--- config.mk ---
export PLATFORM = sky130hd
export DESIGN_NAME = ascii_led_command_interpreter
export DESIGN_NICKNAME = d
export VERILOG_FILES = /design/src/hw/rtl/alci_pkg.sv /design/src/hw/rtl/alci_front.sv /design/src/hw/rtl/alci_fifo.sv /design/src/hw/rtl/alci_back.sv /design/src/hw/rtl/ascii_led_command_interpreter.sv
export SDC_FILE = /design/constraint.sdc
export NUM_CORES = 1
export LEC_CHECK = 0
export BUFFER_PORTS_ARGS = -buffer_cell sky130_fd_sc_hd__buf_2
export CAP_MARGIN = 25
export CORE_MARGIN = 1.5
export CORE_UTILIZATION = 60
export DETAILED_ROUTE_END_ITERATION = 8
export MAX_ROUTING_LAYER = met4
export PLACE_DENSITY = 0.79
export SETUP_SLACK_MARGIN = 0.3
export SYNTH_ARGS = -nofsm -noshare
export SYNTH_HDL_FRONTEND = slang
export SYNTH_SLANG_ARGS = --single-unit
--- constraint.sdc ---
create_clock -name clk -period 6.5 [get_ports clk]
set_input_delay 1.3 -clock clk [delete_from_list [all_inputs] [get_ports clk]]
set_output_delay 1.3 -clock clk [all_outputs]
set_load 0.005 [all_outputs]
--- src/hw/rtl/alci_pkg.sv ---
package alci_pkg;

	// defaults for the top-level parameters
	localparam int LED_TOTAL_DEF     = 100;
	localparam int BUTTON_TOTAL_DEF  = 100;
	localparam int LINE_CAPACITY_DEF = 64;

	// depth of the job queue between front and back
	localparam int JOB_QUEUE_DEPTH = 2;

	// characters the front looks at
	localparam logic [7:0] CH_HT    = 8'h09;
	localparam logic [7:0] CH_LF    = 8'h0A;
	localparam logic [7:0] CH_CR    = 8'h0D;
	localparam logic [7:0] CH_SPACE = 8'h20;
	localparam logic [7:0] CH_PLUS  = 8'h2B;
	localparam logic [7:0] CH_MINUS = 8'h2D;
	localparam logic [7:0] CH_ZERO  = 8'h30;
	localparam logic [7:0] CH_NINE  = 8'h39;
	localparam logic [7:0] CH_NUL   = 8'h00;

	// id magnitude saturates here
	localparam logic [9:0] ID_SATURATE = 10'd1000;

	// command words, one row each, unused tail bytes zero
	localparam int NUM_WORDS = 9;
	localparam int W_PING    = 0;
	localparam int W_VERSION = 1;
	localparam int W_HELP    = 2;
	localparam int W_STATUS  = 3;
	localparam int W_LEDCLR  = 4;
	localparam int W_LEDALL  = 5;
	localparam int W_LEDSET  = 6;
	localparam int W_LEDON   = 7;
	localparam int W_LEDOFF  = 8;

	localparam logic [7:0] WORD_TEXT [NUM_WORDS][8] = '{
		'{"P", "I", "N", "G", CH_NUL, CH_NUL, CH_NUL, CH_NUL},
		'{"V", "E", "R", "S", "I", "O", "N", CH_NUL},
		'{"H", "E", "L", "P", CH_NUL, CH_NUL, CH_NUL, CH_NUL},
		'{"S", "T", "A", "T", "U", "S", CH_NUL, CH_NUL},
		'{"L", "E", "D", "C", "L", "R", CH_NUL, CH_NUL},
		'{"L", "E", "D", "A", "L", "L", CH_NUL, CH_NUL},
		'{"L", "E", "D", "S", "E", "T", CH_SPACE, CH_NUL},
		'{"L", "E", "D", "O", "N", CH_SPACE, CH_NUL, CH_NUL},
		'{"L", "E", "D", "O", "F", "F", CH_SPACE, CH_NUL}
	};

	localparam logic [3:0] WORD_LEN [NUM_WORDS] = '{
		4'd4, 4'd7, 4'd4, 4'd6, 4'd6, 4'd6, 4'd7, 4'd6, 4'd7
	};

	// id field start for the prefixed commands
	localparam int ID_START_SHORT = 6;
	localparam int ID_START_LONG  = 7;

	// reply codes
	typedef enum logic [3:0] {
		RC_PONG       = 4'd0,
		RC_OK         = 4'd1,
		RC_INVALID_ID = 4'd2,
		RC_UNKNOWN    = 4'd3,
		RC_VERSION    = 4'd4,
		RC_HELP       = 4'd5,
		RC_STATUS     = 4'd6,
		RC_PRESS      = 4'd7,
		RC_RELEASE    = 4'd8
	} reply_t;

	// led commands
	typedef enum logic [2:0] {
		LC_CLEAR = 3'd0,
		LC_ALL   = 3'd1,
		LC_SET   = 3'd2,
		LC_ON    = 3'd3,
		LC_OFF   = 3'd4
	} led_cmd_t;

	// classified jobs handed from front to back
	typedef enum logic [3:0] {
		OP_PING,
		OP_VERSION,
		OP_HELP,
		OP_STATUS,
		OP_LEDCLR,
		OP_LEDALL,
		OP_LEDSET,
		OP_LEDON,
		OP_LEDOFF,
		OP_UNKNOWN,
		OP_PRESS,
		OP_RELEASE
	} job_op_t;

	typedef struct packed {
		job_op_t    op;
		logic       id_ok;
		logic [7:0] id;
	} job_t;

	// id parser, one byte a step
	typedef enum logic [2:0] {
		PS_SKIP   = 3'b001,
		PS_DIGITS = 3'b010,
		PS_DONE   = 3'b100
	} parse_phase_t;

	typedef struct packed {
		parse_phase_t phase;
		logic         neg;
		logic [9:0]   mag;
	} parse_t;

	localparam parse_t PARSE_INIT = '{phase: PS_SKIP, neg: 1'b0, mag: 10'd0};

	function automatic parse_t parse_step(parse_t s, logic [7:0] c);
		parse_t      n;
		logic        is_dig;
		logic        is_ws;
		logic [7:0]  digit;
		logic [13:0] acc;
		n      = s;
		is_dig = (c >= CH_ZERO) && (c <= CH_NINE);
		is_ws  = (c == CH_SPACE) || ((c >= CH_HT) && (c <= CH_CR));
		digit  = c - CH_ZERO;
		acc    = ({4'd0, s.mag} * 14'd10) + {6'd0, digit};
		unique case (s.phase)
			PS_SKIP: begin
				if (is_ws) begin
					n.phase = PS_SKIP;
				end else if ((c == CH_PLUS) || (c == CH_MINUS)) begin
					n.neg   = (c == CH_MINUS);
					n.phase = PS_DIGITS;
				end else if (is_dig) begin
					n.mag   = {2'd0, digit};
					n.phase = PS_DIGITS;
				end else begin
					n.phase = PS_DONE;
				end
			end
			PS_DIGITS: begin
				if (is_dig) begin
					n.mag = (acc > {4'd0, ID_SATURATE}) ? ID_SATURATE : acc[9:0];
				end else begin
					n.phase = PS_DONE;
				end
			end
			PS_DONE: begin
				n = s;
			end
			default: begin
				n = s;
			end
		endcase
		return n;
	endfunction

endpackage

--- src/hw/rtl/alci_front.sv ---
module alci_front import alci_pkg::*; #(
	parameter int LED_TOTAL     = LED_TOTAL_DEF,
	parameter int BUTTON_TOTAL  = BUTTON_TOTAL_DEF,
	parameter int LINE_CAPACITY = LINE_CAPACITY_DEF
) (
	input  logic       clk,
	input  logic       arst_n,
	input  logic       push,
	output logic       full,
	input  logic       opcode,
	input  logic [7:0] rx_byte,
	input  logic       event_changed,
	input  logic [7:0] event_button,
	output logic       job_valid,
	output job_t       job,
	input  logic       job_full
);

	localparam int DEPTH  = LINE_CAPACITY - 1;
	localparam int LEN_W  = $clog2(LINE_CAPACITY);
	localparam int ADDR_W = $clog2(DEPTH);

	typedef enum logic [2:0] {
		FS_IDLE = 3'b001,
		FS_WALK = 3'b010,
		FS_FIN  = 3'b100
	} front_state_t;

	front_state_t         state_q;
	logic [LEN_W-1:0]     line_len_q;
	logic [LEN_W-1:0]     rd_addr_q;
	logic [LEN_W-1:0]     eff_len_q;
	logic                 rd_valid_s1;
	logic [LEN_W-1:0]     rd_pos_s1;
	logic [7:0]           rd_data_s1;
	logic [NUM_WORDS-1:0] match_q;
	parse_t               par_short_q;
	parse_t               par_long_q;
	logic [7:0]           line_mem [DEPTH];

	logic accept;
	logic is_term;
	logic has_room;
	logic start_walk;
	logic store_byte;
	logic rd_issue;
	logic eval;
	logic eval_zero;
	logic eval_last;
	logic btn_in_range;
	logic id_ok_short;
	logic id_ok_long;
	job_t line_job;

	// input handshake
	assign full       = (state_q != FS_IDLE) | job_full;
	assign accept     = push & ~full;
	assign is_term    = (rx_byte == CH_LF) || (rx_byte == CH_CR);
	assign has_room   = line_len_q < LEN_W'(DEPTH);
	assign start_walk = accept & ~opcode & is_term & (line_len_q != '0);
	assign store_byte = accept & ~opcode & ~is_term & has_room;

	// walk pipeline controls
	assign rd_issue  = (state_q == FS_WALK) && (rd_addr_q < line_len_q);
	assign eval      = (state_q == FS_WALK) && rd_valid_s1;
	assign eval_zero = rd_data_s1 == CH_NUL;
	assign eval_last = eval && (eval_zero || ((rd_pos_s1 + 1'b1) == line_len_q));

	// line memory
	always_ff @(posedge clk) begin
		if (store_byte) begin
			line_mem[line_len_q[ADDR_W-1:0]] <= rx_byte;
		end
		if (rd_issue) begin
			rd_data_s1 <= line_mem[rd_addr_q[ADDR_W-1:0]];
			rd_pos_s1  <= rd_addr_q;
		end
	end

	// sequencer
	always_ff @(posedge clk or negedge arst_n) begin
		if (!arst_n) begin
			state_q     <= FS_IDLE;
			line_len_q  <= '0;
			rd_addr_q   <= '0;
			rd_valid_s1 <= 1'b0;
			eff_len_q   <= '0;
		end else begin
			unique case (state_q)
				FS_IDLE: begin
					if (start_walk) begin
						state_q     <= FS_WALK;
						rd_addr_q   <= '0;
						rd_valid_s1 <= 1'b0;
					end else if (accept && !opcode && !is_term) begin
						line_len_q <= has_room ? (line_len_q + 1'b1) : '0;
					end
				end
				FS_WALK: begin
					rd_valid_s1 <= rd_issue;
					if (rd_issue) begin
						rd_addr_q <= rd_addr_q + 1'b1;
					end
					if (eval_last) begin
						state_q   <= FS_FIN;
						eff_len_q <= eval_zero ? rd_pos_s1 : line_len_q;
					end
				end
				FS_FIN: begin
					if (!job_full) begin
						state_q    <= FS_IDLE;
						line_len_q <= '0;
					end
				end
				default: begin
					state_q <= FS_IDLE;
				end
			endcase
		end
	end

	// word match flags and id parsers, one byte a cycle
	always_ff @(posedge clk) begin
		if (start_walk) begin
			match_q     <= '1;
			par_short_q <= PARSE_INIT;
			par_long_q  <= PARSE_INIT;
		end else if (eval && !eval_zero) begin
			for (int w = 0; w < NUM_WORDS; w++) begin
				if (rd_pos_s1 < LEN_W'(WORD_LEN[w])) begin
					match_q[w] <= match_q[w] &
						(rd_data_s1 == WORD_TEXT[w][rd_pos_s1[2:0]]);
				end
			end
			if (rd_pos_s1 >= LEN_W'(ID_START_SHORT)) begin
				par_short_q <= parse_step(par_short_q, rd_data_s1);
			end
			if (rd_pos_s1 >= LEN_W'(ID_START_LONG)) begin
				par_long_q <= parse_step(par_long_q, rd_data_s1);
			end
		end
	end

	// id range checks
	assign id_ok_short = !par_short_q.neg && (par_short_q.mag != '0) &&
		(par_short_q.mag <= 10'(LED_TOTAL));
	assign id_ok_long  = !par_long_q.neg && (par_long_q.mag != '0) &&
		(par_long_q.mag <= 10'(LED_TOTAL));

	// classify a finished line
	always_comb begin
		line_job.op    = OP_UNKNOWN;
		line_job.id_ok = 1'b0;
		line_job.id    = '0;
		if (match_q[W_PING] && (eff_len_q == LEN_W'(WORD_LEN[W_PING]))) begin
			line_job.op = OP_PING;
		end else if (match_q[W_VERSION] &&
			(eff_len_q == LEN_W'(WORD_LEN[W_VERSION]))) begin
			line_job.op = OP_VERSION;
		end else if (match_q[W_HELP] && (eff_len_q == LEN_W'(WORD_LEN[W_HELP]))) begin
			line_job.op = OP_HELP;
		end else if (match_q[W_STATUS] &&
			(eff_len_q == LEN_W'(WORD_LEN[W_STATUS]))) begin
			line_job.op = OP_STATUS;
		end else if (match_q[W_LEDCLR] &&
			(eff_len_q == LEN_W'(WORD_LEN[W_LEDCLR]))) begin
			line_job.op = OP_LEDCLR;
		end else if (match_q[W_LEDALL] &&
			(eff_len_q == LEN_W'(WORD_LEN[W_LEDALL]))) begin
			line_job.op = OP_LEDALL;
		end else if (match_q[W_LEDSET] &&
			(eff_len_q >= LEN_W'(WORD_LEN[W_LEDSET]))) begin
			line_job.op    = OP_LEDSET;
			line_job.id_ok = id_ok_long;
			line_job.id    = par_long_q.mag[7:0];
		end else if (match_q[W_LEDON] &&
			(eff_len_q >= LEN_W'(WORD_LEN[W_LEDON]))) begin
			line_job.op    = OP_LEDON;
			line_job.id_ok = id_ok_short;
			line_job.id    = par_short_q.mag[7:0];
		end else if (match_q[W_LEDOFF] &&
			(eff_len_q >= LEN_W'(WORD_LEN[W_LEDOFF]))) begin
			line_job.op    = OP_LEDOFF;
			line_job.id_ok = id_ok_long;
			line_job.id    = par_long_q.mag[7:0];
		end
	end

	// job output: button events straight away, lines after the walk
	assign btn_in_range = (event_button != 8'd0) && (event_button <= 8'(BUTTON_TOTAL));

	always_comb begin
		job_valid = 1'b0;
		job       = line_job;
		if (state_q == FS_FIN) begin
			job_valid = eff_len_q != '0;
		end else if (accept && opcode && event_changed) begin
			job_valid = 1'b1;
			job.op    = btn_in_range ? OP_PRESS : OP_RELEASE;
			job.id_ok = btn_in_range;
			job.id    = event_button;
		end
	end

endmodule

--- src/hw/rtl/alci_fifo.sv ---
module alci_fifo import alci_pkg::*; (
	input  logic clk,
	input  logic arst_n,
	input  logic push,
	input  job_t push_job,
	output logic full,
	input  logic take,
	output job_t head_job,
	output logic empty
);

	localparam int PTR_W = $clog2(JOB_QUEUE_DEPTH);
	localparam int CNT_W = $clog2(JOB_QUEUE_DEPTH + 1);

	job_t             slot_q [JOB_QUEUE_DEPTH];
	logic [PTR_W-1:0] wr_ptr_q;
	logic [PTR_W-1:0] rd_ptr_q;
	logic [CNT_W-1:0] count_q;
	logic             do_push;
	logic             do_take;

	assign full     = count_q == CNT_W'(JOB_QUEUE_DEPTH);
	assign empty    = count_q == '0;
	assign do_push  = push & ~full;
	assign do_take  = take & ~empty;
	assign head_job = slot_q[rd_ptr_q];

	// storage
	always_ff @(posedge clk) begin
		if (do_push) begin
			slot_q[wr_ptr_q] <= push_job;
		end
	end

	// pointers and fill count
	always_ff @(posedge clk or negedge arst_n) begin
		if (!arst_n) begin
			wr_ptr_q <= '0;
			rd_ptr_q <= '0;
			count_q  <= '0;
		end else begin
			if (do_push) begin
				wr_ptr_q <= (wr_ptr_q == PTR_W'(JOB_QUEUE_DEPTH - 1)) ? '0 : wr_ptr_q + 1'b1;
			end
			if (do_take) begin
				rd_ptr_q <= (rd_ptr_q == PTR_W'(JOB_QUEUE_DEPTH - 1)) ? '0 : rd_ptr_q + 1'b1;
			end
			if (do_push && !do_take) begin
				count_q <= count_q + 1'b1;
			end else if (do_take && !do_push) begin
				count_q <= count_q - 1'b1;
			end
		end
	end

endmodule

--- src/hw/rtl/alci_back.sv ---
module alci_back import alci_pkg::*; (
	input  logic       clk,
	input  logic       arst_n,
	input  logic       cfg_wr_en,
	input  logic       cfg_wr_data,
	input  logic       job_empty,
	input  job_t       job,
	output logic       job_take,
	output logic       empty,
	input  logic       pop,
	output logic [3:0] reply_code,
	output logic       led_cmd_valid,
	output logic [2:0] led_cmd,
	output logic [7:0] led_target,
	output logic [7:0] report_id
);

	logic       sink_q;
	logic [7:0] active_q;
	logic       out_valid_q;
	logic [3:0] reply_q;
	logic       led_valid_q;
	logic [2:0] led_cmd_q;
	logic [7:0] led_target_q;
	logic [7:0] report_q;

	logic       has_res;
	reply_t     res_reply;
	logic       res_led_valid;
	led_cmd_t   res_led_cmd;
	logic [7:0] res_target;
	logic [7:0] res_report;
	logic [7:0] active_next;

	// take a job when the output word is free or leaving
	assign job_take = ~job_empty & (~out_valid_q | pop);

	// carry out one job
	always_comb begin
		has_res       = 1'b1;
		res_reply     = RC_UNKNOWN;
		res_led_valid = 1'b0;
		res_led_cmd   = LC_CLEAR;
		res_target    = '0;
		res_report    = '0;
		active_next   = active_q;
		unique case (job.op) inside
			OP_PING: begin
				res_reply = RC_PONG;
			end
			OP_VERSION: begin
				res_reply = RC_VERSION;
			end
			OP_HELP: begin
				res_reply = RC_HELP;
			end
			OP_STATUS: begin
				res_reply  = RC_STATUS;
				res_report = active_q;
			end
			OP_LEDCLR: begin
				res_reply     = RC_OK;
				res_led_valid = sink_q;
				res_led_cmd   = LC_CLEAR;
				if (sink_q) begin
					active_next = '0;
				end
			end
			OP_LEDALL: begin
				res_reply     = RC_OK;
				res_led_valid = sink_q;
				res_led_cmd   = sink_q ? LC_ALL : LC_CLEAR;
			end
			OP_LEDSET, OP_LEDON, OP_LEDOFF: begin
				if (!job.id_ok) begin
					res_reply = RC_INVALID_ID;
				end else begin
					res_reply     = RC_OK;
					res_led_valid = sink_q;
					res_target    = job.id;
					if (sink_q) begin
						if (job.op == OP_LEDSET) begin
							res_led_cmd = LC_SET;
							active_next = job.id;
						end else if (job.op == OP_LEDON) begin
							res_led_cmd = LC_ON;
						end else begin
							res_led_cmd = LC_OFF;
						end
					end
				end
			end
			OP_UNKNOWN: begin
				res_reply = RC_UNKNOWN;
			end
			OP_PRESS: begin
				res_reply   = RC_PRESS;
				res_report  = job.id;
				active_next = job.id;
			end
			OP_RELEASE: begin
				res_reply   = RC_RELEASE;
				res_report  = active_q;
				has_res     = active_q != '0;
				active_next = '0;
			end
			default: begin
				has_res = 1'b0;
			end
		endcase
	end

	// config, active id and output word valid
	always_ff @(posedge clk or negedge arst_n) begin
		if (!arst_n) begin
			sink_q      <= 1'b1;
			active_q    <= '0;
			out_valid_q <= 1'b0;
		end else begin
			if (cfg_wr_en) begin
				sink_q <= cfg_wr_data;
			end
			if (job_take) begin
				active_q <= active_next;
			end
			if (job_take && has_res) begin
				out_valid_q <= 1'b1;
			end else if (pop) begin
				out_valid_q <= 1'b0;
			end
		end
	end

	// output word payload
	always_ff @(posedge clk) begin
		if (job_take && has_res) begin
			reply_q      <= res_reply;
			led_valid_q  <= res_led_valid;
			led_cmd_q    <= res_led_cmd;
			led_target_q <= res_target;
			report_q     <= res_report;
		end
	end

	assign empty         = ~out_valid_q;
	assign reply_code    = reply_q;
	assign led_cmd_valid = led_valid_q;
	assign led_cmd       = led_cmd_q;
	assign led_target    = led_target_q;
	assign report_id     = report_q;

endmodule

--- src/hw/rtl/ascii_led_command_interpreter.sv ---
// channel   ports                                          handshake
// input     opcode rx_byte event_changed event_button      push / full
// result    reply_code led_cmd_valid led_cmd led_target    empty / pop
//           report_id
// config    cfg_wr_data                                    cfg_wr_en
//
// A byte or button event is taken when push is high and full is low. A line end
// walks the line memory one byte a cycle, so full stays high through the walk and
// until the line's job enters the job queue. The back end handles one queued job a
// cycle into a one-word output while that word is free or being popped.
// Reset clears the line length and the active id and sets the sink present bit;
// the line memory is not cleared. A stalled result fills the job queue, after
// which full rises.
module ascii_led_command_interpreter import alci_pkg::*; #(
	parameter int LED_TOTAL     = LED_TOTAL_DEF,
	parameter int BUTTON_TOTAL  = BUTTON_TOTAL_DEF,
	parameter int LINE_CAPACITY = LINE_CAPACITY_DEF
) (
	input  logic       clk,
	input  logic       arst_n,
	input  logic       push,
	output logic       full,
	input  logic       opcode,
	input  logic [7:0] rx_byte,
	input  logic       event_changed,
	input  logic [7:0] event_button,
	output logic       empty,
	input  logic       pop,
	output logic [3:0] reply_code,
	output logic       led_cmd_valid,
	output logic [2:0] led_cmd,
	output logic [7:0] led_target,
	output logic [7:0] report_id,
	input  logic       cfg_wr_en,
	input  logic       cfg_wr_data
);

	logic job_valid;
	job_t front_job;
	logic job_full;
	logic job_take;
	job_t head_job;
	logic job_empty;

	// accept and classify
	alci_front #(
		.LED_TOTAL     (LED_TOTAL),
		.BUTTON_TOTAL  (BUTTON_TOTAL),
		.LINE_CAPACITY (LINE_CAPACITY)
	) u_front (
		.clk           (clk),
		.arst_n        (arst_n),
		.push          (push),
		.full          (full),
		.opcode        (opcode),
		.rx_byte       (rx_byte),
		.event_changed (event_changed),
		.event_button  (event_button),
		.job_valid     (job_valid),
		.job           (front_job),
		.job_full      (job_full)
	);

	// job queue
	alci_fifo u_fifo (
		.clk      (clk),
		.arst_n   (arst_n),
		.push     (job_valid),
		.push_job (front_job),
		.full     (job_full),
		.take     (job_take),
		.head_job (head_job),
		.empty    (job_empty)
	);

	// carry out
	alci_back u_back (
		.clk           (clk),
		.arst_n        (arst_n),
		.cfg_wr_en     (cfg_wr_en),
		.cfg_wr_data   (cfg_wr_data),
		.job_empty     (job_empty),
		.job           (head_job),
		.job_take      (job_take),
		.empty         (empty),
		.pop           (pop),
		.reply_code    (reply_code),
		.led_cmd_valid (led_cmd_valid),
		.led_cmd       (led_cmd),
		.led_target    (led_target),
		.report_id     (report_id)
	);

endmodule
# After elaboration in Yosys (flattened, before gate mapping)
# Memories as Yosys holds them, arrays and structs flattened. A register that Yosys moved wholly into a read port is not among the register bits.
# Index checks and enable logic that the tools add are counted.
totals:
  in_bits: 24
  memories: 11
  ff_bits: 103
  out_inout_bits: 26
  romBits: 576
  wordCells: 324
  mem_bits_rw: 530
memory_table:
  columns: ["name", "depth", "word_bits", "read_ports", "rd_ports_with_merged_regs", "wr", "line", "source"]
  rows:
  - ["u_front.line_mem", 63, 8, 1, 1, 1, "alci_front.sv:39", "logic [7:0] line_mem [DEPTH];"]
  - ["(name not given)", 8, 8, 1, 0, 0, "alci_front.sv:132", "(rd_data_s1 == WORD_TEXT[w][rd_pos_s1[2:0]]);"]
  - ["(name not given)", 8, 8, 1, 0, 0, "alci_front.sv:132", null]
  - ["(name not given)", 8, 8, 1, 0, 0, "alci_front.sv:132", null]
  - ["(name not given)", 8, 8, 1, 0, 0, "alci_front.sv:132", null]
  - ["(name not given)", 8, 8, 1, 0, 0, "alci_front.sv:132", null]
  - ["+5 memories", null, null, null, null, null, null, null]
classes:
  n_mul: 2
  reduce_logical: 74
  n_eq_ne: 58
  mux: 96
  magnitude_cmp: 19
  addsub: 10
  n_bitwise: 28
ops:
  columns: ["cell", "count"]
  rows:
  - ["8-bit 2-to-1 mux", 22]
  - ["10-bit 2-to-1 mux", 9]
  - ["8-bit == test", 9]
  - ["9-bit 2-to-1 mux", 6]
  - ["13-bit 2-to-1 mux", 4]
  - ["6-bit 2-to-1 mux", 7]
  - ["10-bit one-hot mux with 2 select lines", 2]
  - ["3-bit 2-to-1 mux", 11]
  - ["4-bit one-hot mux with 8 select lines", 1]
  - ["8-bit one-hot mux with 4 select lines", 1]
  - ["14-bit by 8-bit adder with 14-bit output", 2]
  - ["14-bit by 10-bit greater-than comparator with 1-bit output (second input constant)", 2]
  - ["1-bit logical AND", 27]
  - ["10-bit by 3-bit multiplier with 13-bit output (second input constant)", 2]
  - ["8-bit by 6-bit == test with 1-bit output (second input constant)", 3]
  - ["6-bit by 3-bit >= comparator with 1-bit output (second input constant)", 4]
  - ["4-bit 2-to-1 mux", 6]
  - ["2-bit by 1-bit inequality test with 1-bit output (second input constant)", 12]
  - ["6-bit one-hot mux with 2 select lines", 2]
  - ["10-bit by 7-bit less-or-equal comparator with 1-bit output (second input constant)", 2]
  - ["10-bit nonzero test", 2]
  - ["6-bit by 1-bit adder with 6-bit output (second input constant)", 3]
  - ["1-bit AND", 18]
  - ["6-bit by 3-bit == test with 1-bit output (second input constant)", 3]
  - ["52 further kinds", 127]

# Depth between registers and ports, before layout
# Gate-level depths: netlist (run 1).
logic_depth:
  ltp_word: 14
  ltp_mapped: 14
  depth_no_buf: 14

# By module
# Synthesis (run 1) repeated with hierarchy kept, for this count alone.
hier_totals:
  cells_unflattened: 1836
  area_unflattened_um2: 28876.4
by_module_without_submodules:
  columns: ["mod", "area_per_inst_um2", "instances", "cells_each"]
  rows:
  - ["alci_front", 26196.4, 1, 1660]
  - ["alci_back", 1511.4, 1, 117]
  - ["alci_fifo", 1168.6, 1, 59]

# Worst setup path after synthesis (run 1)
# No wires, ideal clock.
synth_path:
  path_type: "flip-flop to flip-flop"
  from: "register u_front.par_short_q[1] (netlist bit)"
  to: "register u_front.par_short_q[0] (netlist bit)"
  setup_slack_ns: 3.022
  period_less_slack_ns: 3.478
  t_arrival_ns: 3.377
  required_time_ns: 6.399
  setup_ns: 0.101
  path_stages_with_launch: 14
  path_buffers: 0
  cell_sequence: "dfxtp_1 > ha_1 > ha_1 > fa_1 > xor2_1 > ha_1 > o21ai_0 > nor2b_1 > a21oi_1 > a211o_1 > mux2_2 > or2_2 > nand2b_1 > o41ai_1"
synth_via:
  elab_chain_cells: 6
synth_lines:
  columns: ["element", "line", "source"]
  rows:
  - ["start: declaration", "alci_front.sv:37", "parse_t par_short_q;"]
  - ["start signal: assignment", "alci_front.sv:136", "par_short_q <= parse_step(par_short_q, rd_data_s1);"]
  - ["10-bit by 3-bit multiplier with 13-bit output", "alci_pkg.sv:126", "acc = ({4'd0, s.mag} * 14'd10) + {6'd0, digit};"]
  - ["14-bit by 8-bit adder with 14-bit output", "alci_pkg.sv:126", null]
  - ["14-bit by 10-bit greater-than comparator with 1-bit output", "alci_pkg.sv:143", "n.mag = (acc > {4'd0, ID_SATURATE}) ? ID_SATURATE : acc[9:0];"]
  - ["10-bit 2-to-1 mux", "alci_pkg.sv:143", null]
  - ["10-bit 2-to-1 mux", "alci_pkg.sv:142", "if (is_dig) begin"]
  - ["10-bit one-hot mux with 2 select lines", "alci_pkg.sv:127", "unique case (s.phase)"]
# No other way between the ends. The select of a mux whose other input is x is not followed.
# A chain may end at the register's enable or synchronous reset.

# Worst setup path in the final report (run 1)
layout_path:
  from: "input port rx_byte[2]"
  to: "memory u_front.line_mem[6][7] (enable)"
layout_via:
  elab_chain_cells: 7
  elab_cells_between_ends: 8
  cone_classes: "2 x eq/ne; 2 x mux; 3 x bitwise; 1 x reduce/logical"
layout_lines:
  columns: ["element", "line", "source"]
  rows:
  - ["start: declaration", "ascii_led_command_interpreter.sv:24", "input logic [7:0] rx_byte,"]
  - ["8-bit by 4-bit == test with 1-bit output", "alci_front.sv:58", "assign is_term = (rx_byte == CH_LF) || (rx_byte == CH_CR);"]
  - ["1-bit logical OR (*)", "alci_front.sv:58", null]
  - ["1-bit NOT (*)", "alci_front.sv:61", "assign store_byte = accept & ~opcode & ~is_term & has_room;"]
  - ["1-bit AND (*) (2 in a row)", "alci_front.sv:61", null]
  - ["1-bit 2-to-1 mux (*)", "alci_front.sv:71", "if (store_byte) begin"]
  - ["1-bit 2-to-1 mux (not written as such) (*)", "alci_front.sv:72", "line_mem[line_len_q[ADDR_W-1:0]] <= rx_byte;"]
  - ["end: declaration", "alci_front.sv:39", null]
# Every way passes the cells marked *; elsewhere a longest branch is shown, timed or not.

==> metrics.cfg, run 1 <==
[floorplanning]
die_x_microns=223.0
ios=50
core_sq_um=47750
rows=80
die_h_microns=223.0
die_area_sq_um=49750
initial_utilization_pct=60.85

[clock_network]
htreeDepth=2
clockBufferDepth=3
cts_resized=0
clk_pin_slew_ns=0.06
cts_buffers=60
tritoncts=done
cts.sinks=641
clock_latency_ns=0.65
cts-hold-fix-buffers=0
postCtsSetupBuffers=0
ctsRootBufferMaster=clkbuf_16

[synth]
seq_area_frac_synth_pct=64.37
async_reset_ff_share_pct=5.616
synth_area_sq_um=29050
synth_top_area_cell=edfxtp_1
yosys-top-cells-area=edfxtp_1 (59%), mux4_2 (5.5%), mux2i_1 (4.1%)
ys_types=80
syn_nets=2174
avgSynthCellArea_sq_um=13.97
yosys_warnings=0
synth-edff-count=568
syn_inst=2079
synth_ff_type=edfxtp_1
synth.top_cell.area_share_pct=58.71
ys_seq_elements=641

[route]
dr_total_vias=18690
viasPerCell=6.740
drc_errors=0
drt_iter0_markers=2277
routedWlPerCell_microns=25.71
ant_nets=0
wirelength_microns=71290
dr.pass1.iters=7

[timing]
hold_violations=0
clock_skew_ns=0.06413
setup_viol=0
relSlewSlack_pct=28.66
post-route-period-util_pct=66.94
final.min_clock_period_ns=4.351
rsz0062_at_grt=no
drv_slew=0
tns_ns=0
clock.fmax_mhz=229.8
worstMarginPinSlew_ns=1.070

[cells_and_area]
multiInputGateArea_sq_um=9761
diodes=0
ff_latch_area_sq_um=18710
final_util_pct=66.83
drive_gt1_share_pct=13.39
fin_nets=2203
fillerInstances=3199
final_area_sq_um=31910
syn2layout_area_growth_pct=9.832

[setup_path]
critPathArrivalTime_ns=4.58
crit_path_end_kind=flip-flop
reg2reg_from=u_front.par_short_q[3]
cp_common_cell=nor2_1
critPathSlowestCell=nor2_1
path_class=in -> reg
required_ns=6.73
startpoint=rx_byte[2]
max_stage_delay_ns=0.80
crit_fanout=31
crit_family=simple AND/OR/NAND/NOR gates
setup.worst_path.start_class=input pin
path_cells=buf_2, or3b_2, a21oi_1, buf_4, nor2_1, nand2_1, nor2_1, nand3_1, nor2_1
cp_num_buf_inv=2

[power]
max-vdd-ir-drop_v=0.0004114
power.density_nw_per_um2=320.0
leakage_nw=11.52
power.total_mw=10.21

[grt]
grt_max_degree=71
grt_pass1_vias=18070
antenna_found_initial=0
globalRouteTotalUtil_pct=29.81
grt_pass1_wl_microns=108500
grt_overflow=0

[placement]
dp_hpwl_microns=44440
routabilityCongestion=0.9223
place.port_buffers=49
place_area_sq_um=29820

[worst_hold_path]
worstHoldStart=u_front.match_q[5]
holdCritPathClass=reg -> reg

[run_status]
outcome=finished clean

[flow_run]
cap_violations=0

[where the power goes]
group          total [mW]  switching [mW]  internal, mW
sequential           4.89           0.194          4.70
combinational        1.63           0.993         0.639
clock                3.68            1.54          2.14
total                10.2            2.73          7.48
[Yosys cell counts (all sizes together), types with 19 or more instances]
master	count
edfxtp	568
nor2	180
a21oi	126
mux2i	118
nand2	110
o21ai	108
mux4	71
ha	67
clkbuf	63
nor3	53
buf	46
nand3	43
dfxtp	37
dfrtp	34
inv	33
xnor2	32
mux2	31
a211oi	28
o22ai	28
o221ai	25
nand2b	20
xor2	19
[area by class of cell]
type / count / share of cell area [%]
inverter: 34 / 0.4000
timing repair buffer: 76 / 1.455
multi-input combinational: 1295 / 30.59
tap: 615 / 2.412
clock inverter: 43 / 1.663
clock buffer: 69 / 4.843
sequential: 641 / 58.64
[layer usage]
metal | track usage [%] | share of wire [%]
met3 | 4.254 | 8.5
met2 | 48.27 | 49
met1 | 37.74 | 38
met4 | 13.43 | 4.7
met5 | - | 0
[worst reg2reg max path: stages (launching register included)]
cell      delay [ns]
dfxtp_1         0.47
ha_1            0.29
ha_1            0.23
fa_1            0.43
xor2_1          0.19
ha_1            0.32
o21ai_0         0.25
nor2b_1         0.24
a21oi_1         0.11
a211o_1         0.29
mux2_2          0.27
or2_2           0.33
nand2b_1        0.17
o41ai_1         0.28
[cells in the final DEF (no fill, tap or decap), types with 17 or more instances in the layout]
master,n
o221ai_1,25
nand2b_1,20
nor2_1,179
a211oi_1,28
dfxtp_1,37
xnor2_1,32
o31ai_1,18
buf_2,49
buf_4,25
nand2_1,110
clkbuf_16,60
a21oi_1,126
nor3_1,52
mux2_2,31
a31oi_1,17
ha_1,67
o21ai_0,107
edfxtp_1,568
inv_1,32
xor2_1,19
a22o_1,17
nand3_1,43
mux4_2,71
o22ai_1,28
dfrtp_1,30
mux2i_1,118
[per-stage QoR]
stage                     worst slack (ns)  std cells  hold WS [ns]
after CTS                            2.302       2772        0.4690
after global routing                 2.110       2773        0.4916
after global placement               1.776       2658        0.4554
after detailed placement             1.657       2660        0.4594
after floorplan                      3.022       2079        0.4398
final                                2.149       2773        0.4691
[sequential cells by signal (all words and copies together), names as in the netlist, 4 cells and up]
| signal | cells |
|---|---|
| u_front.line_len_q | 6 |
| u_fifo.slot_q | 26 |
| u_front.par_short_q | 14 |
| u_front.line_mem | 504 |
| u_front.match_q | 9 |
| u_front.rd_pos_s1 | 6 |
| u_back.led_target | 8 |
| u_back.reply_code | 4 |
| u_front.par_long_q | 14 |
| u_front.rd_addr_q | 6 |
| u_back.active_q | 8 |
| u_front.eff_len_q | 6 |
| u_back.report_id | 8 |
| u_front.rd_data_s1 | 8 |
[worst paths after layout]
path	end	slack, ns	depth (start not counted)
setup / recovery	u_front.line_mem[6][7]	2.15	9
hold / removal	u_front.match_q[5]	0.47	2
setup reg to reg	u_front.par_short_q[0]	2.51	13
hold reg to reg	u_front.match_q[5]	0.47	2
max in group asynchronous	u_front.rd_addr_q[0]	5.10	1
min in group asynchronous	u_back.active_q[4]	0.78	1
[logic make-up (layout without fill, tap and decap cells)]
group	count (synthesis)	in the layout	share of synthesized area (%)
flops	641	641	64.37
simple gates	499	499	8.067
compound gates	454	454	10.05
mux	220	220	10.77
buf+inv	143	222	2.041
fa+ha+maj	71	71	3.161
xor+xnor	51	51	1.538
(Power assumes the default switching activity.)
==> run 2: changes to the inputs <==
--- a/config.mk
+++ b/config.mk
@@ -8,10 +8,10 @@
 export BUFFER_PORTS_ARGS = -buffer_cell sky130_fd_sc_hd__buf_2
 export CAP_MARGIN = 25
 export CORE_MARGIN = 1.5
-export CORE_UTILIZATION = 60
+export CORE_UTILIZATION = 57
 export DETAILED_ROUTE_END_ITERATION = 8
 export MAX_ROUTING_LAYER = met4
-export PLACE_DENSITY = 0.79
+export PLACE_DENSITY = 0.78
 export SETUP_SLACK_MARGIN = 0.3
 export SYNTH_ARGS = -nofsm -noshare
 export SYNTH_HDL_FRONTEND = slang
==> constraint.sdc (replaced) <==
create_clock -name clk -period 3.6 [get_ports clk]
set_input_delay 0.72 -clock clk [delete_from_list [all_inputs] [get_ports clk]]
set_output_delay 0.72 -clock clk [all_outputs]
set_load 0.005 [all_outputs]
==> run 2 against run 1 <==
Effect of this change:
- setup slack worse by 1.9 ns
- sequential share of layout area down 2.1 points
- register-to-register slack worse by 2.3 ns
- sequential power up 79%
- first-iteration DRC count down 18%
- total power up 84%
- die area up 5.2%
- combinational power up 120%
- wire length up 0.94%
- flip-flop and latch count unchanged
- cell area up 3.9%
==> metrics.cfg, run 2 (synthesized netlist as in run 1, its figures left out) <==
[placement]
routabilityCongestion=0.9140  ; was 0.9223
dp_cells=2785  ; was 2660
dp_hpwl_microns=45860  ; was 44440 microns
place.port_buffers=49  ; unchanged
place_area_sq_um=30470  ; was 29820 sq um

[setup_path]
path_class=reg -> reg  ; was in -> reg
crit_path_end_kind=flip-flop  ; unchanged
required_ns=4.09  ; was 6.73 ns
critPathArrivalTime_ns=3.89  ; was 4.58 ns
setup.worst_path.start_class=flip-flop  ; was input pin
crit_fanout=4  ; was 31

[cells_and_area]
diodes=0  ; unchanged
layout_commonest_cell=edfxtp_1  ; unchanged
final_cell_count_no_fill=2915  ; was 2773
final_area_sq_um=33140  ; was 31910 sq um
drive_gt1_share_pct=20.06  ; was 13.39%
final_cell_mix=edfxtp_1 (568), nor2_1 (177), a21oi_1 (121), mux2i_1 (118), nand2_1 (110)  ; was edfxtp_1 (568), nor2_1 (179), a21oi_1 (126), mux2i_1 (118), nand2_1 (110)
final_util_pct=65.92  ; was 66.83%
fin_nets=2287  ; was 2203
largest_register_ffs=504  ; unchanged
syn2layout_area_growth_pct=14.07  ; was 9.832%

[timing]
setup_viol=0  ; unchanged
tns_ns=0  ; unchanged
drv_slew=0  ; unchanged
final.min_clock_period_ns=3.399
relSlewSlack_pct=41.13  ; was 28.66%
worst_hold_slack_ns=0.1948  ; was 0.4691 ns
worstMarginPinSlew_ns=0.8798  ; was 1.070 ns
clock.fmax_mhz=294.2
hold_violations=0  ; unchanged
post-route-period-util_pct=94.41
clock_skew_ns=0.05732  ; was 0.06413 ns
rsz0062_at_grt=yes  ; was no

[floorplanning]
rows=82  ; was 80
core_sq_um=50270  ; was 47750 sq um
die_x_microns=228.8  ; was 223.0 microns
die_area_sq_um=52330  ; was 49750 sq um
ios=50  ; unchanged
die_h_microns=228.8  ; was 223.0 microns
initial_utilization_pct=57.79  ; was 60.85%

[clock_network]
clockBufferDepth=3  ; unchanged
htreeDepth=2  ; unchanged
tritoncts=done  ; unchanged
cts_buffers=60  ; unchanged
clk_pin_slew_ns=0.07  ; was 0.06 ns
cts.sinks=641  ; unchanged
ctsRootBufferMaster=clkbuf_16  ; unchanged
clock_latency_ns=0.64  ; was 0.65 ns

[grt]
grt_pass1_vias=18990  ; was 18070
antenna_found_initial=0  ; unchanged
grt_overflow=0  ; unchanged
grt_max_degree=69  ; was 71
globalRouteTotalUtil_pct=28.45  ; was 29.81%
grt_pass1_wl_microns=110900  ; was 108500 microns

[power]
switching_share_pct=27.42  ; was 26.72%
clkPwrFrac_pct=34.3  ; was 36.1%
leakage_nw=12.01  ; was 11.52 nW
pwr-share-seq_pct=46.6  ; was 47.9%
internal_power_mw=13.61  ; was 7.483 mW
max-vdd-ir-drop_v=0.0005022  ; was 0.0004114 V
power_frac_comb_pct=19.0  ; was 16.0%
switching_power_mw=5.141  ; was 2.729 mW
power.density_nw_per_um2=565.8  ; was 320.0 nW/um^2

[route]
ant_nets=0  ; unchanged
viasPerCell=6.526  ; was 6.740
wirelength_microns=71970  ; was 71290 microns
routedWlPerCell_microns=24.69  ; was 25.71 microns
drc_errors=0  ; unchanged
dr.pass1.iters=7  ; unchanged
dr_total_vias=19020  ; was 18690
drt_iter0_markers=1859  ; was 2277

[worst_hold_path]
holdCritPathClass=in -> async  ; was reg -> reg

[flow_run]
cap_violations=0  ; unchanged

[run_status]
outcome=finished clean  ; unchanged

==> run 2: cell types whose count changed in the layout (fill, tap and decap cells not counted), sizes merged <==
cell,change
bufinv,-4
clkinvlp,-1
buf,+84
inv,+2
clkbuf,+5
clkinv,-1
==> run 2: metal layers <==
metal,track usage (%),part of all wire [%],up-vias
met4,12.69,4.4,0
li1,-,-,8358
met2,45.18,49,1020
met3,4.379,8.0,206
met1,36.54,39,9438
met5,-,0,-
==> run 2: worst paths after layout <==
check,from,end,slack [ns],depth (start not counted)
worst max-delay path,u_front.par_short_q[2],u_front.par_short_q[3],0.20,15
worst min-delay path,arst_n,u_back.active_q[4],0.19,1
worst max register to register,u_front.par_short_q[2],u_front.par_short_q[3],0.20,15
worst min register to register,u_front.match_q[8],u_front.match_q[8],0.48,2
max in group asynchronous,arst_n,u_front.rd_addr_q[1],2.71,1
min in group clk,cfg_wr_data,u_back.sink_q,0.32,2
==> run 2: power by group through the flow <==
stage	clock [mW]	sequential [mW]	combinational, mW
2_1_floorplan	0	8.79	2.11
3_3_place_gp	0	8.88	3.02
3_5_place_dp	0	8.89	3.09
4_1_cts	6.49	8.74	3.28
5_1_grt	6.79	8.78	3.86
6_report	6.43	8.75	3.57
==> run 2: critical path, cell delays in order, from the launching register on <==
cell,delay (ns)
dfxtp_4,0.36
buf_6,0.12
ha_4,0.15
ha_4,0.16
buf_6,0.11
a21o_1,0.18
a211oi_2,0.21
a21oi_2,0.06
ha_2,0.19
or3_4,0.39
o2111ai_1,0.23
o2111ai_2,0.16
o21ai_1,0.21
nand4b_1,0.24
and2_4,0.27
o32ai_2,0.26
==> run 2: stage by stage <==
| step | worst slack, ns | power (mW) |
|---|---|---|
| after CTS | 0.2736 | 18.50 |
| final | 0.2014 | 18.75 |
| after detailed placement | 0.02459 | 11.98 |
| after global routing | 0.01969 | 19.43 |
| after global placement | 0.05036 | 11.89 |
| after floorplan | 0.3008 | 10.90 |
==> run 2: area by class of cell <==
| cell class | count | area (sq um) |
|---|---|---|
| flip-flops and latches | 641 | 18730 |
| inverters | 34 | 127.6 |
| fillers | 3427 | 17130 |
| multi-input cells | 1295 | 10290 |
| well taps | 672 | 840.8 |
| clock buffers | 74 | 1595 |
| repair buffers | 160 | 1152 |
| clock inverters | 39 | 409.1 |
==> run 2: what timing repair did <==
action | CTS | global route
gates resized for setup | 47 | 50
endpoints found under the setup margin | 20 | 36
setup buffers | 11 | 6
pin swaps | 20 | 31
hold buffers | 0 | 0
